[src/sv/rmv_mul.sv]
// Digit-serial signed by unsigned multiplier, multiplier digits taken MSB first.
module rmv_mul #(
	parameter int A_W = 47,
	parameter int B_W = 17,
	parameter int DIGIT = 2,
	localparam int P_W = A_W + B_W,
	localparam int STEPS = (B_W + DIGIT - 1) / DIGIT,
	localparam int BP_W = STEPS * DIGIT,
	localparam int CNT_W = $clog2(STEPS + 1)
) (
	input  logic                  clk,
	input  logic                  arst_n,
	input  logic                  start,
	input  logic signed [A_W-1:0] a,
	input  logic        [B_W-1:0] b,
	output logic                  busy,
	output logic signed [P_W-1:0] p
);

	logic signed [P_W-1:0] a_q;
	logic        [BP_W-1:0] b_q;
	logic signed [P_W-1:0] acc_q;
	logic        [CNT_W-1:0] cnt_q;
	logic                   busy_q;
	logic        [DIGIT-1:0] digit;
	logic signed [P_W-1:0] pp;
	logic signed [P_W-1:0] acc_next;

	always_comb begin
		digit = b_q[BP_W-1 -: DIGIT];
		pp = '0;
		for (int j = 0; j < DIGIT; j++) begin
			if (digit[j]) begin
				pp = pp + (a_q <<< j);
			end
		end
		acc_next = (acc_q <<< DIGIT) + pp;
	end

	always_ff @(posedge clk or negedge arst_n) begin
		if (!arst_n) begin
			busy_q <= 1'b0;
			cnt_q <= '0;
		end else if (start) begin
			busy_q <= 1'b1;
			cnt_q <= CNT_W'(STEPS);
		end else if (busy_q) begin
			cnt_q <= cnt_q - 1'b1;
			if (cnt_q == CNT_W'(1)) begin
				busy_q <= 1'b0;
			end
		end
	end

	always_ff @(posedge clk) begin
		if (start) begin
			a_q <= P_W'(a);
			b_q <= BP_W'(b);
			acc_q <= '0;
		end else if (busy_q) begin
			acc_q <= acc_next;
			b_q <= b_q << DIGIT;
		end
	end

	assign busy = busy_q;
	assign p = acc_q;

endmodule

[config.mk]
export PLATFORM = sky130hd
export DESIGN_NAME = rmv_mul
export DESIGN_NICKNAME = d
export VERILOG_FILES = /design/src/sv/rmv_mul.sv
export SDC_FILE = /design/constraint.sdc
export NUM_CORES = 1
export LEC_CHECK = 0
export BUFFER_PORTS_ARGS = -buffer_cell sky130_fd_sc_hd__buf_2
export CORE_MARGIN = 10
export CORE_UTILIZATION = 42
export CTS_BUF_LIST = sky130_fd_sc_hd__clkbuf_2
export DETAILED_ROUTE_END_ITERATION = 16
export SYNTH_ARGS = -nofsm -noshare
export SYNTH_HDL_FRONTEND = slang
export SYNTH_SLANG_ARGS = --single-unit
[constraint.sdc]
create_clock -name clk -period 6.6 [get_ports clk]
set_clock_uncertainty 0.2 [all_clocks]
set_input_delay 0.33 -clock clk [delete_from_list [all_inputs] [get_ports clk]]
set_output_delay 0.33 -clock clk [all_outputs]
set_load 0.01 [all_outputs]
==> run_results.csv <==
group,metric,value,unit
status,status,"complete, no violations",
routing,ant_nets,0,
power_and_ir_drop,leakage,6.75,nW
setup_path,r2r_start,"a_q[1]",
cts,tritoncts,"done",
setup_path,worstPathCellList,"and2_1 -> ha_1 -> fa_1 -> a21o_1 -> a21oi_1 -> o22ai_1 -> a21oi_2 -> a22oi_1 -> o31a_1 -> a21oi_1 -> xnor2_1 -> nand2_1 -> xor2_1 -> ha_1 -> nand2_1 -> nor3_2 -> nand4_1 -> a21oi_1 -> and4b_1 -> o311a_1 -> o31ai_1 -> a31oi_1 -> xor2_1 -> o21ai_1",
timing,finalSetupViolCount,0,
power_and_ir_drop,switchingPower,2.43,mW
yosys,ys_seq_area_share,26.3,%
yosys,synthCells,1547,
floorplan,die-area,37700,um^2
power_and_ir_drop,p_int,2.58,mW
worst_hold_path,whs_path_depth,2,
power_and_ir_drop,swShare,48.5,%
worst_hold_path,holdPathEnd,"a_q[29]",
grt,grt_usage,19.9,%
routing,routedWlPerCell,18.1,um
placement,hpwl,28.4,mm
timing,final_hold_viol_count,0,
grt,grt_pass1_wl,62.8,mm
timing,maxSlewViolCount,0,
setup_path,slowest_stage,"edfxtp_1",
yosys,synth_area,12800,um^2
cts,cts_buffers,17,
grt,grt_max_degree,116,
worst_hold_path,hold_class,"in2reg",
placement,place_congestion,0.929,
setup_path,cp.required,7.15,ns
cts,clk_latency,0.84,ns
yosys,async_flop_share,3.73,%
cells_and_area,syn2layout_area_growth,17.4,%
job,maxCapViolations,0,
setup_path,critPathMaxFanout,6,
grt,grt_overflow_total,0,
yosys,syn_area_per_cell,8.24,um^2
yosys,ys_seq_elements,134,
timing,period_needed,6.21,ns
setup_path,cpMostUsedCell,"a21oi_1",
setup_path,reg2reg_slack,0.39,ns
floorplan,die_h,194,um
routing,avgViaCountPerCell,5.70,
setup_path,r2r-end,"p[49]",
setup_path,r2r_cells,24,
cells_and_area,drive_gt1_share,14.2,%
power_and_ir_drop,power_frac_clock,11.5,%
floorplan,die_w,194,um
cells_and_area,nets,1877,
floorplan,coreArea,29800,um^2
routing,vias,12100,
timing,timing.max_slew.rel_slack,46.3,%
grt,antenna_found_initial,1,
timing,worstMarginPinSlew,0.804,ns
cts,clock_sinks,134,
placement,io_buffers,131,
timing,worst_slack,0.386,ns
power_and_ir_drop,power_density,334,nW/um^2
placement,dp_cells,1977,
cts,cts.clk_slew.worst_paths,0.25,ns
timing,rsz0062_at_grt,"false",
setup_path,cp-end-kind,"register",
placement,dp_slack,0.217,ns
yosys,synth-edff-count,64,
routing,drt_iter0_markers,861,
cells_and_area,fin_cells,2126,
floorplan,initial_utilization,42.8,%
yosys,synth_cell_types,101,
timing,setup_tns,0,ns
timing,period_share,94.1,%
grt,grt_pass1_vias,11900,
cts,h-tree-depth,4,
setup_path,critical-path-max-stage-delay,0.50,ns
floorplan,ios,132,
routing,drt-total-wl,38.5,mm
worst_hold_path,min-delay-start,"a[29]",
timing,timing.fmax,161,MHz
routing,first_pass_iters,5,
power_and_ir_drop,power.share.sequential,27.5,%
cts,postCtsSetupRepairBufs,0,
yosys,synth_flop_cell,"dfxtp_1",
yosys,yosysWarningCount,0,
cts,clockBufferDepth,2,
setup_path,crit_arrival,6.77,ns
setup_path,crit_path_start_kind,"register",
cells_and_area,fillers,2918,
power_and_ir_drop,comb_power_share,61.0,%
routing,drc,0,
floorplan,fp-row-count,63,
setup_path,path_class,"reg2reg",
cts,cts_root_buf,"clkbuf_2",
yosys,postSynthNetCount,1703,
power_and_ir_drop,ir_drop,0.231,mV
[area by class of cell]
cell class              count  area [um^2]  share of cell area [%]
clock inverters            15          178                    1.19
diodes                      2         5.00                  0.0334
clock buffers              17         85.1                   0.568
well taps                 390          488                    3.26
inverters                  34          128                   0.853
repair buffers            257         1900                    12.7
flip-flops and latches    134         3350                    22.4
multi-input cells        1277         8830                    59.0
[worst max path at each step]
stage          endpoint  slack, ns  startpoint
4_1_cts           p[57]       0.18      a_q[1]
3_5_place_dp      p[57]       0.22      a_q[1]
3_3_place_gp      p[57]       0.38     b_q[16]
6_report          p[49]       0.39      a_q[1]
5_1_grt           p[58]       0.03      a_q[1]
2_1_floorplan     p[60]       0.07     b_q[16]
[power by group through the flow]
| stage | Combinational, mW | Clock, mW | Sequential (mW) |
|---|---|---|---|
| 4_1_cts | 3.04 | 0.601 | 1.38 |
| 6_report | 3.05 | 0.577 | 1.38 |
| 2_1_floorplan | 2.23 | 0 | 1.32 |
| 5_1_grt | 3.40 | 0.634 | 1.41 |
| 3_3_place_gp | 2.94 | 0 | 1.39 |
| 3_5_place_dp | 2.96 | 0 | 1.39 |
[Yosys cell counts, drive strengths merged (12+ instances only)]
cell type,n,share of area [%]
a211oi,17,1.1
a21o,70,4.1
a21oi,130,5.2
a31oi,20,1.1
and2,33,1.6
and3,12,0.59
buf,40,2.0
clkbuf,62,1.8
dfxtp,65,10
edfxtp,64,15
ha,87,8.5
inv,34,1.0
mux2,27,2.4
mux2i,31,2.4
nand2,184,5.4
nand2b,22,1.1
nand3,30,1.2
nand4,22,1.1
nor2,100,2.9
nor2b,30,1.5
nor3,20,0.78
o211ai,13,0.80
o21a,12,0.71
o21ai,106,4.2
xnor2,59,4.1
xor2,65,4.5
[timing repair]
action                                 in CTS  in global routing
hold buffers                              115                  0
setup endpoints to repair                   0                 11
endpoints found under the hold margin     118                  0
gates resized for setup                     0                  6
[cells in the final DEF, fill, tap and decap left out, types with 10 or more instances in the layout]
cell type      Yosys  final
nor2_1           100     99
edfxtp_1          64     64
buf_2             23    130
clkbuf_2           0     17
o21a_1            12     12
xor2_1            65     65
o31ai_1           11     11
nor2b_1           30     30
a41oi_1           10     10
inv_1             33     33
ha_1              87     87
and2_1            32     32
o211ai_1          12     12
a21oi_1          127    126
buf_4              7     11
and3_1            12     12
dlygate4sd3_1      0    115
nand3_1           30     30
nand4_1           22     22
nor3_1            20     18
nand2b_1          21     21
a21o_1            70     70
o21bai_1          10     10
a31oi_1           18     18
a211oi_1          15     15
nand2_1          183    183
dfxtp_1           65     64
mux2_2            27     27
mux2i_1           31     31
xnor2_1           59     59
o21ai_0           93     93
[sequential cells by signal (all words and copies together), names as in the netlist]
signal and cells:
a_q 47, b_q 18, busy 1, cnt_q 4, p 64
[logic make-up (layout without fill, tap and decap cells)]
kind of cell / count (synthesis) / after routing / share of synthesized area (%)
xor+xnor: 125 / 125 / 8.70
mux: 58 / 58 / 4.82
other cells: 0 / 2 / 0
buf+inv: 136 / 323 / 4.79
compound gates: 494 / 494 / 26.7
flops: 134 / 134 / 26.3
simple gates: 511 / 511 / 19.9
fa+ha+maj: 89 / 89 / 8.85
[per-layer routing]
layer | part of all wire, % | GRT usage (%)
met1 | 46 | 25.5
met2 | 47 | 32.8
met3 | 5.5 | 4.65
met4 | 1.6 | 4.88
met5 | 0 | 0
[critical path, delay by kind of cell, from the launching register on]
kind | cells | cell delay, ns
flops | 1 | 0.50
fa+ha+maj | 3 | 1.07
compound gates | 12 | 2.74
xor+xnor | 3 | 0.47
simple gates | 6 | 1.12
[through the flow]
stage	util, %	hold slack, ns	area, um^2	total power, mW
after floorplan	-	-0.166	12800	3.54
after global placement	45.4	-0.0467	13500	4.33
after detailed placement	45.4	-0.0457	13500	4.35
after CTS	50.1	0.0129	14900	5.02
after global routing	50.2	0.0108	15000	5.44
final	50.2	0.0672	15000	5.01
(Power assumes the default switching activity.)
