### src/sv/rmv_pkg.sv
// Shared constants and the control state type of the running statistics block.
package rmv_pkg;

	localparam int WEIGHT_FRAC = 16;
	localparam int WEIGHT_WIDTH = WEIGHT_FRAC + 1;
	localparam int MUL_DIGIT = 2;

	typedef enum logic [3:0] {
		ST_IDLE,
		ST_DIV_GO,
		ST_DIV_RUN,
		ST_MEAN_GO,
		ST_MEAN_RUN,
		ST_MEAN_FIN,
		ST_SQR_GO,
		ST_SQR_RUN,
		ST_SQR_FIN,
		ST_VAR_GO,
		ST_VAR_RUN,
		ST_VAR_FIN,
		ST_OUT
	} rmv_state_t;

endpackage

### src/sv/rmv_div.sv
// Restoring divider for the count-mode new-sample weight, one quotient bit per cycle.
module rmv_div #(
	parameter int COUNT_WIDTH = 32,
	localparam int D_W = COUNT_WIDTH + 1,
	localparam int R_W = COUNT_WIDTH + rmv_pkg::WEIGHT_WIDTH,
	localparam int CNT_W = $clog2(rmv_pkg::WEIGHT_WIDTH + 1)
) (
	input  logic                              clk,
	input  logic                              arst_n,
	input  logic                              start,
	input  logic [COUNT_WIDTH-1:0]            count,
	output logic                              busy,
	output logic [rmv_pkg::WEIGHT_WIDTH-1:0]  quot
);

	import rmv_pkg::*;

	logic [D_W-1:0]          d;
	logic [R_W-1:0]          num;
	logic [R_W-1:0]          rem_q;
	logic [R_W-1:0]          ds_q;
	logic [WEIGHT_WIDTH-1:0] q_q;
	logic [CNT_W-1:0]        cnt_q;
	logic                    busy_q;
	logic                    take;

	always_comb begin
		d = D_W'(count) + D_W'(1);
		num = (R_W'(1) << WEIGHT_FRAC) + R_W'(d >> 1);
		take = (rem_q >= ds_q);
	end

	always_ff @(posedge clk or negedge arst_n) begin
		if (!arst_n) begin
			busy_q <= 1'b0;
			cnt_q <= '0;
		end else if (start) begin
			busy_q <= 1'b1;
			cnt_q <= CNT_W'(WEIGHT_WIDTH);
		end else if (busy_q) begin
			cnt_q <= cnt_q - 1'b1;
			if (cnt_q == CNT_W'(1)) begin
				busy_q <= 1'b0;
			end
		end
	end

	always_ff @(posedge clk) begin
		if (start) begin
			rem_q <= num;
			ds_q <= R_W'(d) << (WEIGHT_WIDTH - 1);
			q_q <= '0;
		end else if (busy_q) begin
			if (take) begin
				rem_q <= rem_q - ds_q;
			end
			q_q <= {q_q[WEIGHT_WIDTH-2:0], take};
			ds_q <= ds_q >> 1;
		end
	end

	assign busy = busy_q;
	assign quot = q_q;

endmodule

### config.mk
export PLATFORM = sky130hd
export DESIGN_NAME = rmv_div
export DESIGN_NICKNAME = d
export VERILOG_FILES = /design/src/sv/rmv_pkg.sv /design/src/sv/rmv_div.sv
export SDC_FILE = /design/constraint.sdc
export NUM_CORES = 1
export LEC_CHECK = 0
export BUFFER_PORTS_ARGS = -buffer_cell sky130_fd_sc_hd__buf_2
export CORE_MARGIN = 3
export CORE_UTILIZATION = 30
export CTS_BUF_LIST = sky130_fd_sc_hd__clkbuf_4 sky130_fd_sc_hd__clkbuf_8 sky130_fd_sc_hd__clkbuf_16
export DETAILED_ROUTE_END_ITERATION = 6
export SLEW_MARGIN = 5
export SYNTH_ARGS = -nofsm -noshare
export SYNTH_HDL_FRONTEND = slang
export SYNTH_SLANG_ARGS = --single-unit
### constraint.sdc
create_clock -name clk -period 9.3 [get_ports clk]
set_input_delay 0 -clock clk [delete_from_list [all_inputs] [get_ports clk]]
set_output_delay 0 -clock clk [all_outputs]
set_load 0.005 [all_outputs]
==> summary.txt <==
Floorplanning
  – Io pins: 53
  – Core area: ~0.028 mm^2
  – Initial Util: 0.307
  – Rows: a little over 60
  – DIE HEIGHT: around 180 um
  – Die ar.: a little over 0.03 mm^2
  – Die width: ~180 um

Setup path
  – Worst-path cell chain: inv_1 > ha_1 > nand2_1 > or3_1 > o31ai_1 > a21oi_1 > o31ai_1 > nor4b_1 > o21ai_0 > nand2_2 > buf_4
  – Worst EP required: 9.36 ns
  – Crit path largest cell delay: ~0.67 ns
  – Critical-path top delay cell: o31ai_1
  – WS Path Type: reg2reg
  – Worst path top cell family by delay: compound AO/OA/AOI/OAI gates
  – Buffer and inverter count on the worst path: 2
  – Crit path max fanout: 38
  – Arrival time at the worst endpoint: about 4.4 ns
  – Startpoint types: flip-flop
  – Critical path endpoint category: flip-flop
  – CP dominant cell by count: o31ai_1

Drt
  – DRC Markers: 0
  – Final ANT Viol Nets: 0
  – Total Routed Length: approximately 22 mm
  – Pre-antenna DRT Iters: 5
  – Starting DRT DRC Count: between 500 and 600
  – Via count: ~7100
  – Drt via density: 5.02
  – Wire length per cell: 15.3 um

Power and ir drop
  – Pwr Density: 342 mW/mm^2
  – Peak VDD IR: 0.146 mV
  – Power Total: ~3.3 mW
  – Leak Pwr: 4.20 nW

Placed design
  – Hpwl dp: roughly 16 mm
  – RePlAce Congestion: around 0.89
  – IO Port Bufs: 52

STA
  – Hold Slack: 0.0129 ns
  – Tmin final: around 4.3 ns
  – FMAX: ~230 MHz
  – Rel. slew slack: 0.233
  – Tcrit/Tclk final: 0.463
  – Slew @ Worst Pin: between 1 and 1.5 ns
  – Final hold violations: 0
  – Clock Skews: roughly 0.013 ns
  – Fin. max-slew vios: 0
  – Setup TNS: 0 ns
  – Final setup vio count: 0
  – RSZ-0062 raised after global routing: no

Synth
  – Mapped Cells: just under 1000
  – Largest family of logic cells by synthesized area: simple AND/OR/NAND/NOR gates
  – Top FF cell, synth: edfxtp_1
  – Synth Area per Inst: between 8 and 9 um^2
  – Number of flops mapped to enable cells by yosys: between 80 and 90
  – Synth Area in XOR/XNOR: 0.0928
  – Top post-synthesis cells by area: edfxtp_1 (29%), ha_1 (7.7%), dfxtp_1 (7.7%)
  – #FFs+latches synth: 121
  – Seq/Total Area, Yosys: 0.380
  – Mux contribution to synthesized area: 0.0445
  – Adder-cell share of the synthesized area: 0.0794
  – Synth cell types: 67
  – Mapped Area: about 0.0086 mm^2
  – Simple-gate share of the synthesized area: 0.193
  – Share of flip-flops with an asynchronous set or reset: 0.0496
  – Yosys top cell by area: edfxtp_1
  – Post-synth top area share: 0.286
  – Compound-cell area share of the yosys netlist: 0.160
  – Syn Nets: about 1100
  – Ys Warns: 0

Clocking
  – Clk sink count: roughly 120
  – CTS clk-pin slew, worst paths: 0.06 ns
  – Root buffer selected by CTS: clkbuf_16
  – Clock buffer depth: 2
  – Clk_lat worst skew: 0.42 ns
  – Post_cts resized: 0
  – CTS H-tree lvls: 4
  – TritonCTS clock tree: built
  – CTS Buf Count: 17

Worst hold path
  – Hold WC Path Type: in2reg

Global route
  – Initial antenna violation count: 0
  – Total grt overflow: 0
  – Largest net degree at the start of global routing: 69
  – Vias in the first global route: about 6800
  – First-pass GRT wire length: approximately 35 mm
  – GRT Util Overall: 0.140

Cells and area
  – Synth-to-layout area growth: 13.9%
  – Layout cell share with drive strength beyond 1: 0.110
  – Nets: approximately 1100
  – Final Util: 0.350
  – Fillers: around 2900
  – # diodes: 0

Run
  – Max-Cap Viols: 0

Run status
  – Status: finished clean
-- cells in the mapped netlist, types with 24 or more instances --
cell type	instances
nand2_1	117
xor2_1	33
ha_1	53
nand3_1	30
dfxtp_1	33
mux2i_1	36
clkbuf_1	30
a21oi_1	74
a21o_1	25
nand4_1	24
inv_1	68
nor2_1	87
edfxtp_1	82
xnor2_1	55
o21ai_0	66
-- worst register-to-register path: cells and delay by family, from the launching register on --
family,cells,cell delay (ns)
AO/OA/AOI/OAI,4,1.50
AND/OR/NAND/NOR,4,1.05
buffers and inverters,2,0.58
adder cells (fa/ha/maj),1,0.43
flip-flops,1,0.35
-- sequential cells by signal, summed over array words and instances, names as in the netlist --
signal and flops:
busy 1, cnt_q 5, quot 17, rem_q 49, ds_q 49
-- kinds of logic (layout without fill, tap and decap cells) --
kind of cell	after synthesis	in the layout
AOI/OAI and AO/OA	227	227
DFF	121	121
buffers and inverters	113	159
and+or+nand+nor	339	339
adders and majority gates	54	54
muxes	38	38
xor gates and xnor gates	89	89
-- metrics by stage --
stage / cell area, um^2 / cells / setup WS (ns)
after floorplan: 8600 / 981 / 5.37
after global placement: 9200 / 1371 / 5.27
after detailed placement: 9200 / 1371 / 5.08
after CTS: 9800 / 1405 / 5.05
after global routing: 9800 / 1405 / 4.68
final: 9800 / 1405 / 4.99
-- power breakdown --
part	internal, mW	total (mW)	switching [mW]
registers	0.824	0.905	0.0809
logic	0.714	1.79	1.07
clock network	0.369	0.656	0.288
-- worst paths after layout --
check                           slack, ns                    end             startpoint  cells past startpoint
worst max-delay path                 4.99    rem_q[19]$_DFFE_PP_     ds_q[16]$_DFFE_PP_                     11
worst min-delay path                 0.01     ds_q[16]$_DFFE_PP_               count[0]                      2
worst max register to register       4.99    rem_q[19]$_DFFE_PP_     ds_q[16]$_DFFE_PP_                     11
worst min register to register       0.50  quot[16]$_SDFFE_PP0P_  quot[16]$_SDFFE_PP0P_                      2
max in group asynchronous            8.54         busy$_DFF_PN0_                 arst_n                      3
min in group asynchronous            0.52   cnt_q[1]$_DFFE_PN0P_                 arst_n                      3
-- cell type report --
type	instances	area [um^2]	area share
Timing Repair Buffer	58	313	0.0319
Inverter	69	259	0.0264
Multi-Input combinational cell	747	4900	0.500
Clock buffer	18	450	0.0460
Clock inverter	14	126	0.0129
Tap cell	378	473	0.0483
Sequential cell	121	3270	0.334
-- cells in the final DEF (no fill, tap or decap), drive strengths merged, types with 5 or more instances in the layout --
cell / synthesis / layout
inv: 68 / 77
dfrtp: 6 / 6
o31ai: 6 / 6
ha: 53 / 53
and3: 22 / 22
or3: 6 / 6
edfxtp: 82 / 82
nor3: 10 / 10
xor2: 33 / 33
nand2: 117 / 117
a21o: 25 / 25
clkbuf: 30 / 18
o21ai: 66 / 66
a21oi: 74 / 74
a31oi: 8 / 8
a211oi: 5 / 5
o211ai: 7 / 7
mux2i: 36 / 36
nand3: 31 / 31
o21a: 7 / 7
and2: 5 / 5
xnor2: 56 / 56
nand4: 25 / 25
nand2b: 9 / 9
nor2b: 6 / 6
dfxtp: 33 / 33
o21bai: 7 / 7
buf: 14 / 56
nor2: 88 / 88
-- routing by layer --
layer / up-vias / wire length, um / track usage
li1: 3552 / - / -
met1: 3273 / 10600 / 0.200
met2: 204 / 9570 / 0.216
met3: 22 / 1030 / 0.0231
met4: 0 / 386 / 0.0432
met5: - / 0 / 0
-- repair_timing --
item,CTS,global route
buffers inserted,0,0
hold buffers,2,0
hold endpoints to repair,6,0
(Power assumes the default switching activity.)
